## src/sv/gdcu_pkg.sv

```systemverilog
// ----------------------------------------------------------------------------
// Gregorian date calendar unit package
// Transaction types, stage types, constants and calendar look-up functions
// shared by the pipeline stages.
// ----------------------------------------------------------------------------
package gdcu_pkg;

  localparam int unsigned YearW  = 14;
  localparam int unsigned MonthW = 4;
  localparam int unsigned DayW   = 5;
  localparam int unsigned DoyW   = 9;
  localparam int unsigned Q100W  = 7;
  localparam int unsigned Q7W    = 12;

  // Month codes that matter to the control logic.
  localparam logic [MonthW-1:0] MonthJan = 4'd1;
  localparam logic [MonthW-1:0] MonthFeb = 4'd2;
  localparam logic [MonthW-1:0] MonthDec = 4'd12;

  localparam logic [YearW-1:0] YearMax = 14'd9999;

  // Weekday codes.
  localparam logic [2:0] DowFri = 3'd5;
  localparam logic [2:0] DowSat = 3'd6;

  // Division by 100 as multiplication by a reciprocal, exact for the year range.
  localparam logic [12:0] Div100Mul   = 13'd5243;
  localparam int unsigned Div100Shift = 19;
  // Division by 7, exact for sums below 2**15.
  localparam logic [14:0] Div7Mul     = 15'd18725;
  localparam int unsigned Div7Shift   = 17;

  typedef struct packed {
    logic [YearW-1:0]  year;
    logic [MonthW-1:0] month;
    logic [DayW-1:0]   day;
  } in_t;

  typedef struct packed {
    logic              date_valid;
    logic [2:0]        day_of_week;
    logic              is_end_of_week;
    logic              is_weekend;
    logic              is_work_day;
    logic [2:0]        days_to_end_of_week;
    logic [DayW-1:0]   days_to_end_of_month;
    logic [DoyW-1:0]   days_to_end_of_year;
    logic [YearW-1:0]  next_year;
    logic [MonthW-1:0] next_month;
    logic [DayW-1:0]   next_day;
  } out_t;

  // After the first stage: the date plus the century quotients.
  typedef struct packed {
    logic [YearW-1:0]  year;
    logic [MonthW-1:0] month;
    logic [DayW-1:0]   day;
    logic [YearW-1:0]  yy;
    logic [Q100W-1:0]  q_y;
    logic [Q100W-1:0]  q_yy;
  } s1_t;

  // After the second stage: weekday congruence sum and all month/year facts.
  typedef struct packed {
    logic              date_valid;
    logic [YearW-1:0]  dow_sum;
    logic [DayW-1:0]   to_month;
    logic [DoyW-1:0]   to_year;
    logic [YearW-1:0]  next_year;
    logic [MonthW-1:0] next_month;
    logic [DayW-1:0]   next_day;
  } s2_t;

  // After the third stage: all second-stage fields and the sum's quotient by seven.
  typedef struct packed {
    s2_t             cal;
    logic [Q7W-1:0]  q7;
  } s3_t;

  // Month length for the given leap flag; zero for codes that name no month.
  function automatic logic [DayW-1:0] month_len(input logic [MonthW-1:0] m,
                                                input logic leap);
    logic [DayW-1:0] len;
    len = '0;
    case (m)
      4'd1, 4'd3, 4'd5, 4'd7, 4'd8, 4'd10, 4'd12: len = 5'd31;
      4'd4, 4'd6, 4'd9, 4'd11:                      len = 5'd30;
      4'd2:                                         len = leap ? 5'd29 : 5'd28;
      default:                                      len = '0;
    endcase
    return len;
  endfunction

  // (31 * mm) / 12 with mm the March-based month number.
  function automatic logic [DayW-1:0] month_shift(input logic [MonthW-1:0] m);
    logic [DayW-1:0] v;
    v = '0;
    case (m)
      4'd1:    v = 5'd28;
      4'd2:    v = 5'd31;
      4'd3:    v = 5'd2;
      4'd4:    v = 5'd5;
      4'd5:    v = 5'd7;
      4'd6:    v = 5'd10;
      4'd7:    v = 5'd12;
      4'd8:    v = 5'd15;
      4'd9:    v = 5'd18;
      4'd10:   v = 5'd20;
      4'd11:   v = 5'd23;
      4'd12:   v = 5'd25;
      default: v = '0;
    endcase
    return v;
  endfunction

  // Days in the months before this one, common year.
  function automatic logic [DoyW-1:0] days_before(input logic [MonthW-1:0] m);
    logic [DoyW-1:0] v;
    v = '0;
    case (m)
      4'd1:    v = 9'd0;
      4'd2:    v = 9'd31;
      4'd3:    v = 9'd59;
      4'd4:    v = 9'd90;
      4'd5:    v = 9'd120;
      4'd6:    v = 9'd151;
      4'd7:    v = 9'd181;
      4'd8:    v = 9'd212;
      4'd9:    v = 9'd243;
      4'd10:   v = 9'd273;
      4'd11:   v = 9'd304;
      4'd12:   v = 9'd334;
      default: v = '0;
    endcase
    return v;
  endfunction

endpackage

```

## src/sv/gdcu_century.sv

```systemverilog
// ----------------------------------------------------------------------------
// Century quotient stage
// Shifts the year for January and February and divides both the year and
// the shifted year by 100 through reciprocal multiplication.
// ----------------------------------------------------------------------------
module gdcu_century (
  input  logic          clk_i,
  input  logic          rst_ni,
  input  logic          valid_i,
  output logic          ready_o,
  input  gdcu_pkg::in_t data_i,
  output logic          valid_o,
  input  logic          ready_i,
  output gdcu_pkg::s1_t data_o
);
  import gdcu_pkg::*;

  localparam int unsigned ProdW = YearW + 13;

  logic              valid_q;
  s1_t               data_d, data_q;
  logic              early;
  logic [ProdW-1:0]  prod_y, prod_yy;

  always_comb begin
    early          = (data_i.month == MonthJan) || (data_i.month == MonthFeb);
    data_d.year    = data_i.year;
    data_d.month   = data_i.month;
    data_d.day     = data_i.day;
    data_d.yy      = data_i.year - YearW'(early);
    prod_y         = ProdW'(data_i.year) * ProdW'(Div100Mul);
    prod_yy        = ProdW'(data_d.yy) * ProdW'(Div100Mul);
    data_d.q_y     = prod_y[Div100Shift +: Q100W];
    data_d.q_yy    = prod_yy[Div100Shift +: Q100W];
  end

  assign ready_o = !valid_q || ready_i;

  always_ff @(posedge clk_i or negedge rst_ni) begin
    if (!rst_ni) begin
      valid_q <= 1'b0;
    end else if (ready_o) begin
      valid_q <= valid_i;
    end
  end

  always_ff @(posedge clk_i) begin
    if (valid_i && ready_o) begin
      data_q <= data_d;
    end
  end

  assign valid_o = valid_q;
  assign data_o  = data_q;

endmodule

```

## src/sv/gdcu_calendar.sv

```systemverilog
// ----------------------------------------------------------------------------
// Calendar stage
// Leap year, month length, validity, weekday congruence sum, days left in
// the month and the year, and the following date.
// ----------------------------------------------------------------------------
module gdcu_calendar (
  input  logic          clk_i,
  input  logic          rst_ni,
  input  logic          valid_i,
  output logic          ready_o,
  input  gdcu_pkg::s1_t data_i,
  output logic          valid_o,
  input  logic          ready_i,
  output gdcu_pkg::s2_t data_o
);
  import gdcu_pkg::*;

  logic             valid_q;
  s2_t              data_d, data_q;
  logic             cent, leap, last_day, late_leap;
  logic [DayW-1:0]  len;
  logic [YearW-1:0] y100;
  logic [DoyW-1:0]  doy, year_len;

  always_comb begin
    y100      = YearW'(data_i.q_y) * YearW'(100);
    cent      = (y100 == data_i.year);
    // Divisible by 400 is a whole century whose century count divides by 4.
    leap      = ((data_i.year[1:0] == 2'b00) && !cent) ||
                (cent && (data_i.q_y[1:0] == 2'b00));
    len       = month_len(data_i.month, leap);
    last_day  = (data_i.day == len);

    data_d.date_valid = (data_i.year != '0) && (data_i.year <= YearMax) &&
                        (len != '0) && (data_i.day != '0) && (data_i.day <= len);

    data_d.dow_sum = YearW'(data_i.day) + data_i.yy + (data_i.yy >> 2)
                   - YearW'(data_i.q_yy) + YearW'(data_i.q_yy >> 2)
                   + YearW'(month_shift(data_i.month));

    data_d.to_month = len - data_i.day + DayW'(1);

    late_leap = leap && (data_i.month > MonthFeb);
    doy       = days_before(data_i.month) + DoyW'(late_leap) + DoyW'(data_i.day);
    year_len  = DoyW'(365) + DoyW'(leap);
    data_d.to_year = year_len - doy + DoyW'(1);

    if (last_day && (data_i.month == MonthDec)) begin
      data_d.next_year  = data_i.year + YearW'(1);
      data_d.next_month = MonthJan;
      data_d.next_day   = DayW'(1);
    end else if (last_day) begin
      data_d.next_year  = data_i.year;
      data_d.next_month = data_i.month + MonthW'(1);
      data_d.next_day   = DayW'(1);
    end else begin
      data_d.next_year  = data_i.year;
      data_d.next_month = data_i.month;
      data_d.next_day   = data_i.day + DayW'(1);
    end
  end

  assign ready_o = !valid_q || ready_i;

  always_ff @(posedge clk_i or negedge rst_ni) begin
    if (!rst_ni) begin
      valid_q <= 1'b0;
    end else if (ready_o) begin
      valid_q <= valid_i;
    end
  end

  always_ff @(posedge clk_i) begin
    if (valid_i && ready_o) begin
      data_q <= data_d;
    end
  end

  assign valid_o = valid_q;
  assign data_o  = data_q;

endmodule

```

## src/sv/gdcu_weekday.sv

```systemverilog
// ----------------------------------------------------------------------------
// Weekday stages
// Divides the congruence sum by seven in one stage, then forms the remainder,
// the weekday flags and the masked result in the output register.
// ----------------------------------------------------------------------------
module gdcu_weekday (
  input  logic           clk_i,
  input  logic           rst_ni,
  input  logic           valid_i,
  output logic           ready_o,
  input  gdcu_pkg::s2_t  data_i,
  output logic           valid_o,
  input  logic           ready_i,
  output gdcu_pkg::out_t data_o
);
  import gdcu_pkg::*;

  localparam int unsigned ProdW = YearW + 15;

  logic             s3_valid_q, s4_valid_q;
  logic             s3_ready, s4_ready;
  s3_t              s3_d, s3_q;
  out_t             s4_d, s4_q;
  logic [ProdW-1:0] prod;
  logic [YearW:0]   rem;
  logic [2:0]       dow;
  logic             wkend;

  // Quotient by seven.
  always_comb begin
    prod      = ProdW'(data_i.dow_sum) * ProdW'(Div7Mul);
    s3_d.cal  = data_i;
    s3_d.q7   = prod[Div7Shift +: Q7W];
  end

  // Remainder and result fields; an invalid date gives an all-zero result.
  always_comb begin
    rem   = (YearW+1)'(s3_q.cal.dow_sum) - (YearW+1)'(s3_q.q7) * (YearW+1)'(7);
    dow   = rem[2:0];
    wkend = (dow == DowFri) || (dow == DowSat);
    s4_d  = '0;
    if (s3_q.cal.date_valid) begin
      s4_d.date_valid           = 1'b1;
      s4_d.day_of_week          = dow;
      s4_d.is_end_of_week       = (dow == DowSat);
      s4_d.is_weekend           = wkend;
      s4_d.is_work_day          = !wkend;
      s4_d.days_to_end_of_week  = DowSat - dow;
      s4_d.days_to_end_of_month = s3_q.cal.to_month;
      s4_d.days_to_end_of_year  = s3_q.cal.to_year;
      s4_d.next_year            = s3_q.cal.next_year;
      s4_d.next_month           = s3_q.cal.next_month;
      s4_d.next_day             = s3_q.cal.next_day;
    end
  end

  assign s4_ready = !s4_valid_q || ready_i;
  assign s3_ready = !s3_valid_q || s4_ready;
  assign ready_o  = s3_ready;

  always_ff @(posedge clk_i or negedge rst_ni) begin
    if (!rst_ni) begin
      s3_valid_q <= 1'b0;
      s4_valid_q <= 1'b0;
    end else begin
      if (s3_ready) begin
        s3_valid_q <= valid_i;
      end
      if (s4_ready) begin
        s4_valid_q <= s3_valid_q;
      end
    end
  end

  always_ff @(posedge clk_i) begin
    if (valid_i && s3_ready) begin
      s3_q <= s3_d;
    end
    if (s3_valid_q && s4_ready) begin
      s4_q <= s4_d;
    end
  end

  assign valid_o = s4_valid_q;
  assign data_o  = s4_q;

endmodule

```

## src/sv/gregorian_date_calendar_unit.sv

```systemverilog
// ----------------------------------------------------------------------------
// Gregorian date calendar unit
// Gives the weekday facts, the days left in the week, month and year, and
// the following date for one proleptic Gregorian date per transaction.
// ----------------------------------------------------------------------------
//
//   Channel | Direction | Handshake                   | Payload
//   --------+-----------+-----------------------------+---------------------
//   in      | input     | in_valid_i  / in_ready_o    | in_data_i  (in_t)
//   out     | output    | out_valid_o / out_ready_i   | out_data_o (out_t)
//
// Each transaction passes through four register stages: century quotients,
// calendar facts, division by seven and the output register. The first stage
// is loaded at the accepting edge, and the result is held in the output
// register until it is taken. One transaction can be accepted every cycle
// unless a stall at the output has backed up to the input. Reset clears only
// the stage valid bits. A stall at the output fills the empty stages first;
// a stage holds its contents while the stage after it is full and not moving,
// so nothing is dropped or repeated.
//
module gregorian_date_calendar_unit (
  input  logic           clk_i,
  input  logic           rst_ni,
  input  logic           in_valid_i,
  output logic           in_ready_o,
  input  gdcu_pkg::in_t  in_data_i,
  output logic           out_valid_o,
  input  logic           out_ready_i,
  output gdcu_pkg::out_t out_data_o
);
  import gdcu_pkg::*;

  // Handshakes between the stages.  Each stage is ready whenever its own
  // register is empty or is being emptied in the same cycle.
  logic s1_valid, s1_ready;
  logic s2_valid, s2_ready;
  s1_t  s1_data;
  s2_t  s2_data;

  // Stage one: year shifted for January and February, and both years
  // divided by 100 by reciprocal multiplication.
  gdcu_century u_century (
    .clk_i   (clk_i),
    .rst_ni  (rst_ni),
    .valid_i (in_valid_i),
    .ready_o (in_ready_o),
    .data_i  (in_data_i),
    .valid_o (s1_valid),
    .ready_i (s1_ready),
    .data_o  (s1_data)
  );

  // Stage two: leap year, validity, month length, the weekday congruence sum
  // and the rollover to the following date.
  gdcu_calendar u_calendar (
    .clk_i   (clk_i),
    .rst_ni  (rst_ni),
    .valid_i (s1_valid),
    .ready_o (s1_ready),
    .data_i  (s1_data),
    .valid_o (s2_valid),
    .ready_i (s2_ready),
    .data_o  (s2_data)
  );

  // Stages three and four: quotient by seven, then the remainder, the flags
  // and the output register, which zeroes every field of an invalid date.
  gdcu_weekday u_weekday (
    .clk_i   (clk_i),
    .rst_ni  (rst_ni),
    .valid_i (s2_valid),
    .ready_o (s2_ready),
    .data_i  (s2_data),
    .valid_o (out_valid_o),
    .ready_i (out_ready_i),
    .data_o  (out_data_o)
  );

endmodule

```

## config.mk

```make
export PLATFORM = sky130hd
export DESIGN_NAME = gregorian_date_calendar_unit
export DESIGN_NICKNAME = d
export VERILOG_FILES = /design/src/sv/gdcu_pkg.sv /design/src/sv/gdcu_century.sv /design/src/sv/gdcu_calendar.sv /design/src/sv/gdcu_weekday.sv /design/src/sv/gregorian_date_calendar_unit.sv
export SDC_FILE = /design/constraint.sdc
export NUM_CORES = 1
export LEC_CHECK = 0
export BUFFER_PORTS_ARGS = -buffer_cell sky130_fd_sc_hd__buf_2
export CAP_MARGIN = 5
export CELL_PAD_IN_SITES_DETAIL_PLACEMENT = 1
export CELL_PAD_IN_SITES_GLOBAL_PLACEMENT = 2
export CORE_ASPECT_RATIO = 1.25
export CORE_MARGIN = 4
export CORE_UTILIZATION = 33
export DETAILED_ROUTE_END_ITERATION = 10
export HOLD_SLACK_MARGIN = 0.02
export PLACE_DENSITY_LB_ADDON = 0.05
export SLEW_MARGIN = 20
export SYNTH_ARGS = -nofsm -noshare
export SYNTH_HDL_FRONTEND = slang
export SYNTH_HIERARCHICAL = 1
export SYNTH_SLANG_ARGS = --single-unit
```

## constraint.sdc

```tcl
create_clock -name clk_i -period 4.7 [get_ports clk_i]
set_input_delay 0.94 -clock clk_i [delete_from_list [all_inputs] [get_ports clk_i]]
set_output_delay 0.94 -clock clk_i [all_outputs]
set_load 0.02 [all_outputs]
```

==> impl_metrics.toml <==
[global_route]
antenna_found_initial = 1
grt_use_total_pct = 15.4
grt.overflow.total = 0
grt_max_degree = 47
grt_pass1_vias = 14300
grt_pass1_wl_microns = 75300

[layout]
nets = 2568
antenna_cells = 0
drive_gt1_share_pct = 29.7
fin_area_sq_um = 24400
synthToLayoutAreaGrowth_pct = 28.6

[logic_synthesis]
ys.flop_type = "edfxtp_1"
synth_largest_area_cell = "edfxtp_1"
ys_top_cells_by_count = "ha_1, inv_1, edfxtp_1, fa_1, xnor2_1"
ys_seq_elements = 197
synth_top_area_share_pct = 30.6
synth-seq-area-share_pct = 31.1
synth.area.top_cells = "edfxtp_1, ha_1, fa_1, inv_1, xnor2_1"
synth_area_sq_um = 18900
yosysMostFrequentCell = "ha_1"
synthCells = 1650
async_reset_ff_share_pct = 2.03
syn-num-nets = 2221
synth_warnings = 6
avgSynthCellArea_sq_um = 11.5
synthDistinctLibCells = 68
synth_edf_count = 193

[cts]
cts_buffer_depth = 2
htreeDepth = 4
clk_pin_slew_ns = 0.09
clkSinkCount = 197
cts_tree = "yes"
cts_hold_buf = 0
ctsRootBufferMaster = "clkbuf_16"
cts_buffers = 17
clk_latency_ns = 0.45

[setup_path]
worstSetupStartpointType = "input port"
path_max_fanout = 4
cp.required_ns = 4.91
end_kind = "register"
worstPathArrival_ns = 6.37
worst-setup-path-type = "input port to register"

[floorplan]
dieArea_sq_um = 61300
ios = 76
die_y_microns = 276
die_x_microns = 222
fp-row-count = 97
start_util_pct = 33.6
core_area_sq_um = 56400

[placed_design]
numPortBuffers = 75
gp_congestion = 0.826
detailed_place_hpwl_microns = 39400
place_area_sq_um = 22400

[sta]
setup_viol = 35
final.period_utilization_pct = 131
finClkSkew_ns = 0.0171
slew_violations = 0
fin_crit_ns = 6.17
hold_violations = 0
setup_ws_ns = -1.47
hold_ws_ns = 0.275
timing.fmax_mhz = 162
tightest_slew_ns = 1.01
slew_headroom_pct = 32.6
rsz0062_at_grt = "yes"
tns_ns = -15.74

[routing]
via_count = 12600
wirelength_microns = 46200
drcViolationCount = 0
drt_iter0_drc = 281
ant_nets = 0
dr.pass1.iters = 4
wl_per_cell_microns = 16.8
via_per_inst = 4.57

[status]
status = "finished with violations"
violations = "setup timing"

[job]
maxCapViolCount = 0

[min_path]
min_path_type = "input port to asynchronous set/reset pin"
==> final timing paths <==
kind | slack, ns | end | start | cells past startpoint
worst min-delay path | 0.27 | u_weekday/valid_o$_DFFE_PN0P_ | rst_ni | 1
min in group clk_i | 0.41 | u_weekday/s3_q[23]$_DFFE_PP_ | u_calendar/data_o[11]$_DFFE_PP_ | 0
worst max register to register | -0.46 | u_calendar/data_o[30]$_DFFE_PP_ | u_century/data_o[8]$_DFFE_PP_ | 24
worst max-delay path | -1.47 | u_century/data_o[5]$_DFFE_PP_ | in_data_i[5] | 28
max in group asynchronous | 4.29 | u_century/valid_o$_DFFE_PN0N_ | rst_ni | 1
worst min register to register | 0.41 | u_weekday/s3_q[23]$_DFFE_PP_ | u_calendar/data_o[11]$_DFFE_PP_ | 0
==> cell type report <==
class / count / area (sq um)
clock inverters: 15 / 221
flip-flops and latches: 197 / 5900
inverters: 360 / 1360
clock buffers: 17 / 425
multi-input cells: 1081 / 13000
repair buffers: 340 / 2550
well taps: 742 / 928
fillers: 6110 / 32100
==> cell usage in the layout, fill, tap and decap left out, types with 9 or more instances in the layout <==
cell type	netlist	layout
a21oi_1	49	34
nand2_1	47	35
o21a_1	9	9
a21oi_2	2	15
nand2b_1	12	10
fa_2	0	11
fa_1	179	168
buf_2	1	71
xnor2_4	0	9
nor2_1	56	45
nand3_1	25	21
inv_1	357	318
xor2_1	27	26
o21ai_0	36	21
ha_4	0	41
ha_1	365	321
clkbuf_16	0	17
a21o_1	20	20
buf_4	1	234
nand4_1	12	12
o21ai_2	0	13
inv_2	1	38
buf_6	0	28
edfxtp_1	193	193
xnor2_1	77	62
and2_1	48	42
==> kinds of logic after synthesis <==
logic type                 Yosys count  synth area share (%)
xor gates and xnor gates           105                  4.93
muxes                                4                 0.211
buffers and inverters              372                  7.40
DFF                                197                  31.1
and+or+nand+nor                    247                  6.76
adders and majority gates          544                  43.0
AOI/OAI and AO/OA                  181                  6.52
==> registers in the layout, summed over array words and instances (netlist names) <==
name                  cells
u_century/valid_o         1
u_weekday/valid_o         1
u_calendar/valid_o        1
u_weekday/s3_valid_q      1
u_calendar/data_o        52
u_weekday/s3_q           44
u_century/data_o         51
u_weekday/data_o         46
==> through the flow <==
step                setup slack, ns  std cells  util [%]
floorplan                     -1.52       1650         -
global placement              -2.15       2678      39.7
detailed placement            -2.26       2678      39.7
CTS                           -1.52       2731      41.9
global route                  -1.68       2752      43.2
finish                        -1.47       2752      43.2
==> critical path, stage by stage <==
cell and delay (ns):
buf_8 0.10, xnor2_2 0.12, nor3_2 0.11, buf_4 0.18, ha_4 0.16, nand2b_4 0.15
a31oi_4 0.08, nand2b_4 0.16, a21boi_4 0.18, xnor2_4 0.18, buf_6 0.13, xnor2_1 0.11
ha_1 0.29, ha_4 0.29, inv_1 0.04, fa_1 0.49, inv_2 0.04, fa_1 0.54
inv_2 0.04, fa_1 0.54, inv_2 0.05, ha_4 0.26, and3_4 0.18, nor4bb_4 0.29
a32oi_2 0.19, a21oi_4 0.26, o31ai_2 0.10, xnor2_1 0.13
==> routing by layer <==
| metal | GRT usage [%] | up-vias | share of wire (%) |
|---|---|---|---|
| met5 | 0 | - | 0 |
| met3 | 1.44 | 19 | 1.3 |
| met2 | 30.8 | 75 | 57 |
| met4 | 2.66 | 0 | 0.92 |
| met1 | 18.0 | 6295 | 41 |
| li1 | - | 6188 | - |
==> timing repair <==
item,CTS,global route
cloned,0,1
pin swaps,66,73
setup buffers,21,22
setup endpoints to repair,35,47
resized for setup,107,117
Power is not shown: default switching activity piles up to over one toggle a cycle in this logic, so the estimate is an artifact.
